--- src/hdl/ctk_pkg.sv ---
// ----------------------------------------------------------------------------
// ctk_pkg
// Shared types, codes and word tables for the character class tokenizer.
// ----------------------------------------------------------------------------
package ctk_pkg;

    // token class held between bytes
    typedef enum logic [1:0] {
        CLS_NONE = 2'd0,
        CLS_ID   = 2'd1,
        CLS_NUM  = 2'd2,
        CLS_OP   = 2'd3
    } t_class;

    // character class of one byte
    typedef enum logic [2:0] {
        EV_LETTER  = 3'd0,
        EV_DIGIT   = 3'd1,
        EV_OP      = 3'd2,
        EV_SPACE   = 3'd3,
        EV_INVALID = 3'd4
    } t_event;

    // error codes
    localparam logic ERR_INVALID_CHAR     = 1'b0;
    localparam logic ERR_LETTER_AFTER_NUM = 1'b1;

    // token kinds
    localparam logic [4:0] KIND_ID       = 5'd0;
    localparam logic [4:0] KIND_NUM      = 5'd1;
    localparam logic [4:0] KIND_OTHER_OP = 5'd2;
    localparam logic [4:0] KIND_OP_BASE  = 5'd3;
    localparam logic [4:0] KIND_KEY_BASE = 5'd15;

    localparam int WORD_BYTES = 5;
    localparam int OP_WORDS   = 12;
    localparam int KEY_WORDS  = 14;

    // words are right aligned: last character in the low byte
    localparam logic [39:0] OP_TEXT [OP_WORDS] = '{
        ";", "(", ")", ":=", "+", "-", "*", "/", ".", "=", "(*", "*)"
    };
    localparam logic [2:0] OP_LEN [OP_WORDS] = '{
        3'd1, 3'd1, 3'd1, 3'd2, 3'd1, 3'd1, 3'd1, 3'd1, 3'd1, 3'd1, 3'd2, 3'd2
    };
    localparam logic [39:0] KEY_TEXT [KEY_WORDS] = '{
        "unit", "if", "then", "else", "while", "do", "read", "write",
        "let", "in", "proc", "true", "false", "not"
    };
    localparam logic [2:0] KEY_LEN [KEY_WORDS] = '{
        3'd4, 3'd2, 3'd4, 3'd4, 3'd5, 3'd2, 3'd4, 3'd5,
        3'd3, 3'd2, 3'd4, 3'd4, 3'd5, 3'd3
    };

    // handshake between lexer and result queue
    typedef struct packed {
        logic first;
        logic second;
    } t_push;

    function automatic t_event classify(input logic [7:0] c);
        t_event ev;
        case (c) inside
            ["A":"Z"], ["a":"z"]: ev = EV_LETTER;
            ["0":"9"]:            ev = EV_DIGIT;
            ":", "+", "=", ".", "(", ")", "[", "]", "*", "/", "-",
            8'h22, 8'h5C, 8'h27, ";":
                                  ev = EV_OP;
            " ", [8'd9:8'd13]:    ev = EV_SPACE;
            default:              ev = EV_INVALID;
        endcase
        return ev;
    endfunction

    // class table; a letter after a number is caught separately as an error
    function automatic t_class next_class(input t_class cls, input t_event ev);
        t_class nxt;
        case (ev)
            EV_LETTER: nxt = CLS_ID;
            EV_DIGIT:  nxt = (cls == CLS_ID) ? CLS_ID : CLS_NUM;
            EV_OP:     nxt = CLS_OP;
            default:   nxt = CLS_NONE;
        endcase
        return nxt;
    endfunction

    // prefix byte k holds the token's k-th character
    function automatic logic word_hit(input logic [39:0] text, input logic [2:0] len,
                                      input logic [63:0] prefix, input logic [31:0] count,
                                      input int unsigned mpb);
        logic hit;
        int   idx;
        hit = (count == 32'(len)) && (32'(len) <= mpb);
        for (int k = 0; k < WORD_BYTES; k++) begin
            idx = int'(len) - 1 - k;
            if (k < int'(len)) begin
                if (text[8*idx +: 8] != prefix[8*k +: 8]) hit = 1'b0;
            end
        end
        return hit;
    endfunction

    function automatic logic [4:0] kind_of(input t_class cls, input logic [63:0] prefix,
                                           input logic [31:0] count, input int unsigned mpb);
        logic [4:0] kind;
        if (cls == CLS_NUM) begin
            kind = KIND_NUM;
        end else if (cls == CLS_OP) begin
            kind = KIND_OTHER_OP;
            for (int i = OP_WORDS - 1; i >= 0; i--) begin
                if (word_hit(OP_TEXT[i], OP_LEN[i], prefix, count, mpb))
                    kind = KIND_OP_BASE + 5'(i);
            end
        end else begin
            kind = KIND_ID;
            for (int i = KEY_WORDS - 1; i >= 0; i--) begin
                if (word_hit(KEY_TEXT[i], KEY_LEN[i], prefix, count, mpb))
                    kind = KIND_KEY_BASE + 5'(i);
            end
        end
        return kind;
    endfunction

endpackage

--- src/hdl/char_class_tokenizer.sv ---
// ----------------------------------------------------------------------------
// char_class_tokenizer
// Byte serial lexer: classifies characters, tracks identifier, number and
// operator tokens, and reports each finished token or a lexing error.
//
//   channel  direction  handshake           payload
//   input    in         i_valid / o_stall   i_input_byte, i_end_of_stream
//   result   out        o_valid / i_stall   o_is_error ... o_last_of_run
//
// One byte is accepted per cycle while the result queue has room; a result
// passes the input register, then the result queue, before it appears.
// A byte gives up to two results, but each token or error is reported once,
// so results never outnumber bytes and an unstalled queue keeps one byte/cycle.
// Reset is synchronous, active low, and clears all token state.
// A stall on the result side fills the four entry queue until fewer than two entries are free, then stalls input.
// ----------------------------------------------------------------------------
module char_class_tokenizer #(
    parameter int MATCH_PREFIX_BYTES = 5,
    parameter int LENGTH_BITS        = 16
) (
    input  logic                   i_clk,
    input  logic                   i_rst_n,
    input  logic                   i_valid,
    output logic                   o_stall,
    input  logic [7:0]             i_input_byte,
    input  logic                   i_end_of_stream,
    output logic                   o_valid,
    input  logic                   i_stall,
    output logic                   o_is_error,
    output logic                   o_error_code,
    output logic [4:0]             o_token_kind,
    output logic [31:0]            o_token_start,
    output logic [LENGTH_BITS-1:0] o_token_length,
    output logic                   o_last_of_run
);
    import ctk_pkg::*;

    localparam int RES_W = LENGTH_BITS + 40;

    typedef struct packed {
        logic                   is_error;
        logic                   error_code;
        logic [4:0]             kind;
        logic [31:0]            start;
        logic [LENGTH_BITS-1:0] length;
        logic                   last;
    } t_result;

    logic             r_in_valid, n_in_valid;
    logic [7:0]       r_in_byte;
    logic             r_in_eos;
    logic             room, fire, accept;
    t_push            push;
    logic [RES_W-1:0] res0, res1, head_data;
    t_result          head;

    // input register
    assign fire    = r_in_valid && room;
    assign o_stall = r_in_valid && !room;
    assign accept  = i_valid && !o_stall;

    always_comb begin
        n_in_valid = r_in_valid;
        if (fire)   n_in_valid = 1'b0;
        if (accept) n_in_valid = 1'b1;
    end

    always_ff @(posedge i_clk) begin
        if (!i_rst_n) begin
            r_in_valid <= 1'b0;
        end else begin
            r_in_valid <= n_in_valid;
        end
        if (accept) begin
            r_in_byte <= i_input_byte;
            r_in_eos  <= i_end_of_stream;
        end
    end

    ctk_lexer #(
        .MATCH_PREFIX_BYTES (MATCH_PREFIX_BYTES),
        .LENGTH_BITS        (LENGTH_BITS)
    ) u_lexer (
        .i_clk   (i_clk),
        .i_rst_n (i_rst_n),
        .i_fire  (fire),
        .i_byte  (r_in_byte),
        .i_eos   (r_in_eos),
        .o_push  (push),
        .o_res0  (res0),
        .o_res1  (res1)
    );

    ctk_result_fifo #(
        .DATA_W (RES_W)
    ) u_fifo (
        .i_clk   (i_clk),
        .i_rst_n (i_rst_n),
        .i_push  (push),
        .i_data0 (res0),
        .i_data1 (res1),
        .i_pop   (!i_stall),
        .o_valid (o_valid),
        .o_data  (head_data),
        .o_room  (room)
    );

    // result fields
    assign head           = head_data;
    assign o_is_error     = head.is_error;
    assign o_error_code   = head.error_code;
    assign o_token_kind   = head.kind;
    assign o_token_start  = head.start;
    assign o_token_length = head.length;
    assign o_last_of_run  = head.last;

endmodule

--- src/hdl/ctk_lexer.sv ---
// ----------------------------------------------------------------------------
// ctk_lexer
// Token state machine: classifies one byte per fire and emits up to two
// results (finished token and end of stream flush, or one error).
// ----------------------------------------------------------------------------
module ctk_lexer #(
    parameter int MATCH_PREFIX_BYTES = 5,
    parameter int LENGTH_BITS        = 16
) (
    input  logic                    i_clk,
    input  logic                    i_rst_n,
    input  logic                    i_fire,
    input  logic [7:0]              i_byte,
    input  logic                    i_eos,
    output ctk_pkg::t_push          o_push,
    output logic [LENGTH_BITS+39:0] o_res0,
    output logic [LENGTH_BITS+39:0] o_res1
);
    import ctk_pkg::*;

    localparam int PW = MATCH_PREFIX_BYTES * 8;

    typedef struct packed {
        logic                   is_error;
        logic                   error_code;
        logic [4:0]             kind;
        logic [31:0]            start;
        logic [LENGTH_BITS-1:0] length;
        logic                   last;
    } t_result;

    t_class                 r_class, n_class, nxt;
    logic [PW-1:0]          r_prefix, n_prefix;
    logic [LENGTH_BITS-1:0] r_count, n_count;
    logic [31:0]            r_offset, n_offset;
    logic [31:0]            r_pos, n_pos;
    logic                   r_halted, n_halted;

    t_event     ev;
    logic       bad;
    logic       emit_change, emit_eos;
    logic [4:0] kind_cur;
    t_result    tok_a, tok_b, res0, res1;
    t_push      push;

    assign ev       = classify(i_byte);
    assign nxt      = next_class(r_class, ev);
    assign bad      = (ev == EV_INVALID) || (ev == EV_LETTER && r_class == CLS_NUM);
    assign kind_cur = kind_of(r_class, 64'(r_prefix), 32'(r_count), MATCH_PREFIX_BYTES);

    // next state and results
    always_comb begin
        n_class     = r_class;
        n_prefix    = r_prefix;
        n_count     = r_count;
        n_offset    = r_offset;
        n_pos       = r_pos;
        n_halted    = r_halted;
        emit_change = 1'b0;
        emit_eos    = 1'b0;
        tok_a       = '0;
        tok_b       = '0;
        res0        = '0;
        res1        = '0;
        push        = '0;

        // finished token before the class change
        tok_a.kind   = kind_cur;
        tok_a.start  = r_offset;
        tok_a.length = r_count;

        if (i_fire) begin
            if (r_halted) begin
                // ignore bytes until end of stream restarts everything
                if (i_eos) begin
                    n_class  = CLS_NONE;
                    n_prefix = '0;
                    n_count  = '0;
                    n_offset = '0;
                    n_pos    = '0;
                    n_halted = 1'b0;
                end
            end else if (bad) begin
                res0.is_error   = 1'b1;
                res0.error_code = (ev == EV_INVALID) ? ERR_INVALID_CHAR
                                                     : ERR_LETTER_AFTER_NUM;
                res0.start      = r_pos;
                res0.last       = 1'b1;
                push.first      = 1'b1;
                n_pos           = r_pos + 32'd1;
                n_halted        = 1'b1;
                if (i_eos) begin
                    n_class  = CLS_NONE;
                    n_prefix = '0;
                    n_count  = '0;
                    n_offset = '0;
                    n_pos    = '0;
                    n_halted = 1'b0;
                end
            end else begin
                n_pos = r_pos + 32'd1;
                if (nxt == r_class) begin
                    // extend the token, keep first bytes for matching
                    for (int k = 0; k < MATCH_PREFIX_BYTES; k++) begin
                        if (r_count == LENGTH_BITS'(k))
                            n_prefix[8*k +: 8] = r_prefix[8*k +: 8] | i_byte;
                    end
                    if (r_count != '1) n_count = r_count + LENGTH_BITS'(1);
                end else begin
                    emit_change = (r_class != CLS_NONE);
                    n_class     = nxt;
                    n_prefix    = PW'(i_byte);
                    n_count     = LENGTH_BITS'(1);
                    n_offset    = r_pos;
                end
                if (i_eos) begin
                    // flush the pending token, then restart
                    emit_eos     = (n_class != CLS_NONE);
                    tok_b.kind   = kind_of(n_class, 64'(n_prefix), 32'(n_count),
                                           MATCH_PREFIX_BYTES);
                    tok_b.start  = n_offset;
                    tok_b.length = n_count;
                    n_class      = CLS_NONE;
                    n_prefix     = '0;
                    n_count      = '0;
                    n_offset     = '0;
                    n_pos        = '0;
                end
                // pack results: first one always in slot 0
                res0        = emit_change ? tok_a : tok_b;
                res0.last   = !(emit_change && emit_eos);
                res1        = tok_b;
                res1.last   = 1'b1;
                push.first  = emit_change || emit_eos;
                push.second = emit_change && emit_eos;
            end
        end
    end

    always_ff @(posedge i_clk) begin
        if (!i_rst_n) begin
            r_class  <= CLS_NONE;
            r_prefix <= '0;
            r_count  <= '0;
            r_offset <= '0;
            r_pos    <= '0;
            r_halted <= 1'b0;
        end else begin
            r_class  <= n_class;
            r_prefix <= n_prefix;
            r_count  <= n_count;
            r_offset <= n_offset;
            r_pos    <= n_pos;
            r_halted <= n_halted;
        end
    end

    assign o_push = push;
    assign o_res0 = res0;
    assign o_res1 = res1;

endmodule

--- src/hdl/ctk_result_fifo.sv ---
// ----------------------------------------------------------------------------
// ctk_result_fifo
// Four entry result queue: takes up to two words per cycle, gives one.
// ----------------------------------------------------------------------------
module ctk_result_fifo #(
    parameter int DATA_W = 56
) (
    input  logic                i_clk,
    input  logic                i_rst_n,
    input  ctk_pkg::t_push      i_push,
    input  logic [DATA_W-1:0]   i_data0,
    input  logic [DATA_W-1:0]   i_data1,
    input  logic                i_pop,
    output logic                o_valid,
    output logic [DATA_W-1:0]   o_data,
    output logic                o_room
);
    import ctk_pkg::*;

    localparam int DEPTH = 4;
    localparam int AW    = $clog2(DEPTH);

    logic [DATA_W-1:0] r_mem [DEPTH];
    logic [AW-1:0]     r_wr, n_wr, r_rd, n_rd;
    logic [AW:0]       r_cnt, n_cnt;
    logic [AW:0]       pushes;
    logic              pop;

    assign pop    = i_pop && (r_cnt != '0);
    assign pushes = (AW+1)'(i_push.first) + (AW+1)'(i_push.second);
    assign n_wr   = r_wr + AW'(pushes);
    assign n_rd   = r_rd + AW'(pop);
    assign n_cnt  = r_cnt + pushes - (AW+1)'(pop);

    // pointers and fill level
    always_ff @(posedge i_clk) begin
        if (!i_rst_n) begin
            r_wr  <= '0;
            r_rd  <= '0;
            r_cnt <= '0;
        end else begin
            r_wr  <= n_wr;
            r_rd  <= n_rd;
            r_cnt <= n_cnt;
        end
    end

    // storage
    always_ff @(posedge i_clk) begin
        if (i_push.first)  r_mem[r_wr]          <= i_data0;
        if (i_push.second) r_mem[r_wr + AW'(1)] <= i_data1;
    end

    assign o_valid = (r_cnt != '0);
    assign o_data  = r_mem[r_rd];
    // room for two more words
    assign o_room  = (r_cnt <= (AW+1)'(DEPTH - 2));

endmodule

--- config.mk ---
export PLATFORM = sky130hd
export DESIGN_NAME = char_class_tokenizer
export DESIGN_NICKNAME = d
export VERILOG_FILES = /design/src/hdl/ctk_pkg.sv /design/src/hdl/char_class_tokenizer.sv /design/src/hdl/ctk_lexer.sv /design/src/hdl/ctk_result_fifo.sv
export SDC_FILE = /design/constraint.sdc
export NUM_CORES = 1
export LEC_CHECK = 0
export ABC_AREA = 1
export BUFFER_PORTS_ARGS = -buffer_cell sky130_fd_sc_hd__buf_2
export CORE_MARGIN = 5
export CORE_UTILIZATION = 64
export DETAILED_ROUTE_END_ITERATION = 8
export GPL_ROUTABILITY_DRIVEN = 0
export PLACE_DENSITY = 0.82
export SLEW_MARGIN = 20
export SYNTH_ARGS = -nofsm -noshare
export SYNTH_HDL_FRONTEND = slang
export SYNTH_SLANG_ARGS = --single-unit
--- constraint.sdc ---
create_clock -name i_clk -period 5 [get_ports i_clk]
set_input_delay 0 -clock i_clk [delete_from_list [all_inputs] [get_ports i_clk]]
set_output_delay 0 -clock i_clk [all_outputs]
set_load 0.005 [all_outputs]
==> impl_metrics.prom <==
# TYPE chip_impl_metric gauge
chip_impl_metric{name="netSwitchingPower",unit="mW"} 3.38
chip_impl_metric{name="maxSlewHeadroom",unit=""} 0.270
chip_impl_metric{name="met2WireLength",unit="mm"} 33.1
chip_impl_metric{name="powerDensity",unit="nW/um^2"} 382
chip_impl_metric{name="syn-cell-area",unit="um^2"} 22800
chip_impl_metric{name="final_max_slew_viol_count",unit=""} 0
chip_impl_metric{name="ys_async_sr_fraction",unit=""} 0
chip_impl_metric{name="mappedNetlistNets",unit=""} 3163
chip_impl_metric{name="synthDominantCellAreaShare",unit=""} 0.297
chip_impl_metric{name="detail_route.wirelength",unit="mm"} 77.1
chip_impl_info{name="clk_root_buffer_cell",value="sky130_fd_sc_hd__clkbuf_16"} 1
chip_impl_metric{name="groute.usage.overall",unit=""} 0.383
chip_impl_metric{name="post_synth.cell_area_avg",unit="um^2"} 7.25
chip_impl_metric{name="worst_hold_path.num_cells",unit=""} 5
chip_impl_info{name="critPathLaunchType",value="register"} 1
chip_impl_metric{name="drc",unit=""} 0
chip_impl_metric{name="dp.final_hpwl",unit="mm"} 51.2
chip_impl_info{name="setup.worst_path.end_class",value="register"} 1
chip_impl_info{name="post-synth-top-area-cell",value="sky130_fd_sc_hd__edfxtp_1"} 1
chip_impl_metric{name="share_of_cells_above_drive_strength_1",unit=""} 0.0913
chip_impl_metric{name="achievable-frequency",unit="GHz"} 0.225
chip_impl_metric{name="p_leak",unit="nW"} 9.10
chip_impl_metric{name="min_period",unit="ns"} 4.45
chip_impl_metric{name="clock_latency",unit="ns"} 0.59
chip_impl_metric{name="y_dimension_of_the_die",unit="um"} 199
chip_impl_metric{name="initialDrtViolationCount",unit=""} 3594
chip_impl_metric{name="ff2ff_path_depth",unit=""} 16
chip_impl_metric{name="count_of_filler_cells_inserted_in_the_layout",unit=""} 2827
chip_impl_metric{name="detail_route.wl_per_cell",unit="um"} 21.4
chip_impl_metric{name="synth_seq_area_share",unit=""} 0.419
chip_impl_info{name="dominantRegCellSynth",value="sky130_fd_sc_hd__edfxtp_1"} 1
chip_impl_metric{name="dr.pass1.iters",unit=""} 6
chip_impl_info{name="yosys.cell_count.top_type",value="sky130_fd_sc_hd__nand2_1"} 1
chip_impl_metric{name="htree_levels",unit=""} 2
chip_impl_info{name="outcome",value="finished, final reports clean"} 1
chip_impl_metric{name="netlist_instances",unit=""} 3138
chip_impl_metric{name="clock_sink_count",unit=""} 364
chip_impl_metric{name="clock-skew-final",unit="ns"} 0.0272
chip_impl_metric{name="area_after_dpl",unit="um^2"} 23300
chip_impl_metric{name="antenna_found_initial",unit=""} 1
chip_impl_metric{name="number_of_rows_in_the_core_area",unit=""} 69
chip_impl_metric{name="post-layout-total-power",unit="mW"} 9.48
chip_impl_metric{name="initial_core_util",unit=""} 0.644
chip_impl_metric{name="critical_path_peak_fanout",unit=""} 9
chip_impl_metric{name="numCtsBuffers",unit=""} 39
chip_impl_metric{name="grt_max_degree",unit=""} 103
chip_impl_metric{name="maxCapViolations",unit=""} 0
chip_impl_metric{name="synth_seq_cells",unit=""} 364
chip_impl_metric{name="core",unit="um^2"} 35300
chip_impl_metric{name="met3WireLength",unit="mm"} 12.2
chip_impl_metric{name="tightestPinTransition",unit="ns"} 1.10
chip_impl_info{name="unrepaired_setup_endpoints_after_global_routing",value="false"} 1
chip_impl_metric{name="drtAntennaViolNets",unit=""} 0
chip_impl_metric{name="number_of_flops_mapped_to_enable_cells_by_yosys",unit=""} 225
chip_impl_metric{name="die_footprint",unit="um^2"} 39400
chip_impl_metric{name="timing.final.setup_violations",unit=""} 0
chip_impl_metric{name="grt_pass1_vias",unit=""} 22600
chip_impl_metric{name="synth_cell_types",unit=""} 57
chip_impl_metric{name="die_extent_in_x",unit="um"} 199
chip_impl_metric{name="wl_met1",unit="mm"} 28.3
chip_impl_metric{name="ctsLongestPathBuffers",unit=""} 3
chip_impl_metric{name="viasPerCell",unit=""} 6.69
chip_impl_metric{name="power_frac_comb",unit=""} 0.288
chip_impl_metric{name="placement.io_buffers",unit=""} 70
chip_impl_metric{name="sw_frac_of_total",unit=""} 0.356
chip_impl_metric{name="final_net_count",unit=""} 3138
chip_impl_metric{name="area_delta_synth_final",unit="%"} 9.14
chip_impl_metric{name="worstPathRequired",unit="ns"} 5.42
chip_impl_info{name="dr.max_layer_used",value="met4"} 1
chip_impl_metric{name="setup_slack",unit="ns"} 0.552
chip_impl_metric{name="vdd.ir_drop.worst",unit="uV"} 369
chip_impl_info{name="ys_top_cells_by_area",value="sky130_fd_sc_hd__edfxtp_1 (30%), sky130_fd_sc_hd__dfxtp_1 (12%), sky130_fd_sc_hd__nand2_1 (10%), sky130_fd_sc_hd__o21ai_0 (6.9%), sky130_fd_sc_hd__nor2_1 (6.3%)"} 1
chip_impl_metric{name="hold_bufs_inserted_after_cts",unit=""} 11
chip_impl_info{name="setup.worst_path.class",value="reg2reg"} 1
chip_impl_metric{name="routed-via-count",unit=""} 24100
chip_impl_metric{name="internal_power_of_the_cells",unit="mW"} 6.10
chip_impl_metric{name="final_cell_area",unit="um^2"} 24800
chip_impl_metric{name="final_hold_viol_count",unit=""} 0
chip_impl_metric{name="num_io_pins",unit=""} 71
chip_impl_info{name="hp-class",value="in2reg"} 1
chip_impl_metric{name="finalCritPeriodShare",unit=""} 0.890
chip_impl_metric{name="post_cts.resized_instances",unit=""} 0
chip_impl_metric{name="power.sequential.fraction",unit=""} 0.372
chip_impl_metric{name="grt_pass1_wl",unit="mm"} 121
chip_impl_metric{name="clockPowerShare",unit=""} 0.340
chip_impl_info{name="yosys-top-cells-count",value="sky130_fd_sc_hd__nand2_1 (635), sky130_fd_sc_hd__nor2_1 (380), sky130_fd_sc_hd__o21ai_0 (314)"} 1
chip_impl_metric{name="dpl_worst_slack",unit="ns"} 0.884
chip_impl_metric{name="post-cts-setup-buffer-count",unit=""} 0
chip_impl_metric{name="overflow_left_after_global_routing",unit=""} 0
chip_impl_metric{name="arrival",unit="ns"} 4.87
chip_impl_info{name="cts_tree",value="built"} 1
chip_impl_metric{name="clkTransAtPathRegs",unit="ns"} 0.07
chip_impl_metric{name="setup_tns",unit="ns"} 0
chip_impl_metric{name="ys_warn_count",unit=""} 0
-- per-stage QoR --
step | utilization | cells | hold slack (ns)
2_1_floorplan | - | 3138 | 0.0989
3_3_place_gp | 0.660 | 3522 | 0.178
3_5_place_dp | 0.660 | 3522 | 0.178
4_1_cts | 0.703 | 3603 | 0.0127
5_1_grt | 0.703 | 3603 | 0.0317
6_report | 0.703 | 3604 | 0.0286
-- per-layer routing --
metal  track usage  vias up
met1         0.510    11000
met3         0.124      323
li1              -    10900
met2         0.573     1927
met5             0        -
met4         0.176        0
-- kinds of logic (layout without fill, tap and decap cells) --
family	count (synthesis)	count (layout)	synth area share
buf+inv	514	518	0.0885
compound gates	840	840	0.217
other cells	0	1	0
simple gates	1401	1401	0.266
xor+xnor	7	7	0.00269
fa+ha+maj	12	12	0.00693
flops	364	364	0.419
-- cells in the final DEF, fill, tap and decap left out, types with 13 or more instances in the layout --
| master | netlist | routed |
|---|---|---|
| sky130_fd_sc_hd__buf_2 | 19 | 70 |
| sky130_fd_sc_hd__o22ai_1 | 158 | 158 |
| sky130_fd_sc_hd__inv_1 | 292 | 290 |
| sky130_fd_sc_hd__nand3_1 | 154 | 154 |
| sky130_fd_sc_hd__o211ai_1 | 30 | 30 |
| sky130_fd_sc_hd__nand4_1 | 55 | 55 |
| sky130_fd_sc_hd__clkbuf_16 | 0 | 39 |
| sky130_fd_sc_hd__nor4_1 | 24 | 24 |
| sky130_fd_sc_hd__nor3_1 | 71 | 71 |
| sky130_fd_sc_hd__o221ai_1 | 13 | 13 |
| sky130_fd_sc_hd__nor2_1 | 380 | 377 |
| sky130_fd_sc_hd__a21oi_1 | 205 | 205 |
| sky130_fd_sc_hd__buf_4 | 4 | 43 |
| sky130_fd_sc_hd__a221oi_1 | 46 | 46 |
| sky130_fd_sc_hd__edfxtp_1 | 225 | 225 |
| sky130_fd_sc_hd__nor2_2 | 14 | 16 |
| sky130_fd_sc_hd__nand2_1 | 635 | 630 |
| sky130_fd_sc_hd__dfxtp_1 | 139 | 137 |
| sky130_fd_sc_hd__a32oi_1 | 22 | 22 |
| sky130_fd_sc_hd__inv_2 | 24 | 26 |
| sky130_fd_sc_hd__o21ai_0 | 314 | 314 |
| sky130_fd_sc_hd__nand2_2 | 23 | 27 |
-- critical path, stage by stage (launching register included) --
cell and delay [ns]:
sky130_fd_sc_hd__dfxtp_1 0.35, sky130_fd_sc_hd__inv_1 0.20, sky130_fd_sc_hd__nand4_1 0.34, sky130_fd_sc_hd__nor2_2 0.36
sky130_fd_sc_hd__nand3_1 0.46, sky130_fd_sc_hd__o21ai_0 0.42, sky130_fd_sc_hd__nor3b_1 0.39, sky130_fd_sc_hd__nand2_1 0.10
sky130_fd_sc_hd__nor2_1 0.34, sky130_fd_sc_hd__nand2_1 0.19, sky130_fd_sc_hd__nor4_1 0.34, sky130_fd_sc_hd__nand3_1 0.21
sky130_fd_sc_hd__nand4_1 0.16, sky130_fd_sc_hd__o21bai_1 0.08, sky130_fd_sc_hd__nand2_1 0.06, sky130_fd_sc_hd__nand2_1 0.15
sky130_fd_sc_hd__nor2_1 0.14
-- layout make-up --
cell class                 instances  area [um^2]  share of cell area
multi-input combinational       2260        11200               0.452
sequential                       364         9540               0.384
inverter                         320         1200              0.0484
clock buffer                      45         1030              0.0414
timing repair buffer             128          863              0.0348
tap                              461          577              0.0232
clock inverter                    25          385              0.0155
antenna                            1         2.50            0.000101
-- registers in the layout, summed over array words and instances, names as in the netlist, 2 cells and up --
| name | cells |
|---|---|
| u_fifo.r_mem | 224 |
| u_lexer.r_prefix | 40 |
| u_lexer.r_offset | 32 |
| u_lexer.r_pos | 32 |
| u_lexer.r_count | 16 |
| r_in_byte | 8 |
| u_fifo.r_cnt | 3 |
| u_fifo.r_rd | 2 |
| u_fifo.r_wr | 2 |
| u_lexer.r_class | 2 |
-- power by group through the flow --
stage	Clock, mW	Combinational (mW)	Sequential [mW]
CTS	3.22	2.65	3.52
global placement	0	2.55	3.57
detailed placement	0	2.63	3.58
floorplan	0	1.78	3.51
global route	3.35	2.95	3.55
finish	3.22	2.73	3.53
-- worst paths after layout --
path	from	end	slack [ns]
worst max-delay path	u_lexer.r_count[4]$_SDFFE_PN0P_	u_fifo.r_mem[0][53]$_DFFE_PP_	0.55
worst min-delay path	i_stall	u_fifo.r_rd[0]$_SDFF_PN0_	0.03
worst max register to register	u_lexer.r_count[4]$_SDFFE_PN0P_	u_fifo.r_mem[0][53]$_DFFE_PP_	0.55
worst min register to register	u_fifo.r_mem[3][55]$_SDFFE_PP0P_	u_fifo.r_mem[3][55]$_SDFFE_PP0P_	0.48
Power figures use the tool's default switching activity.
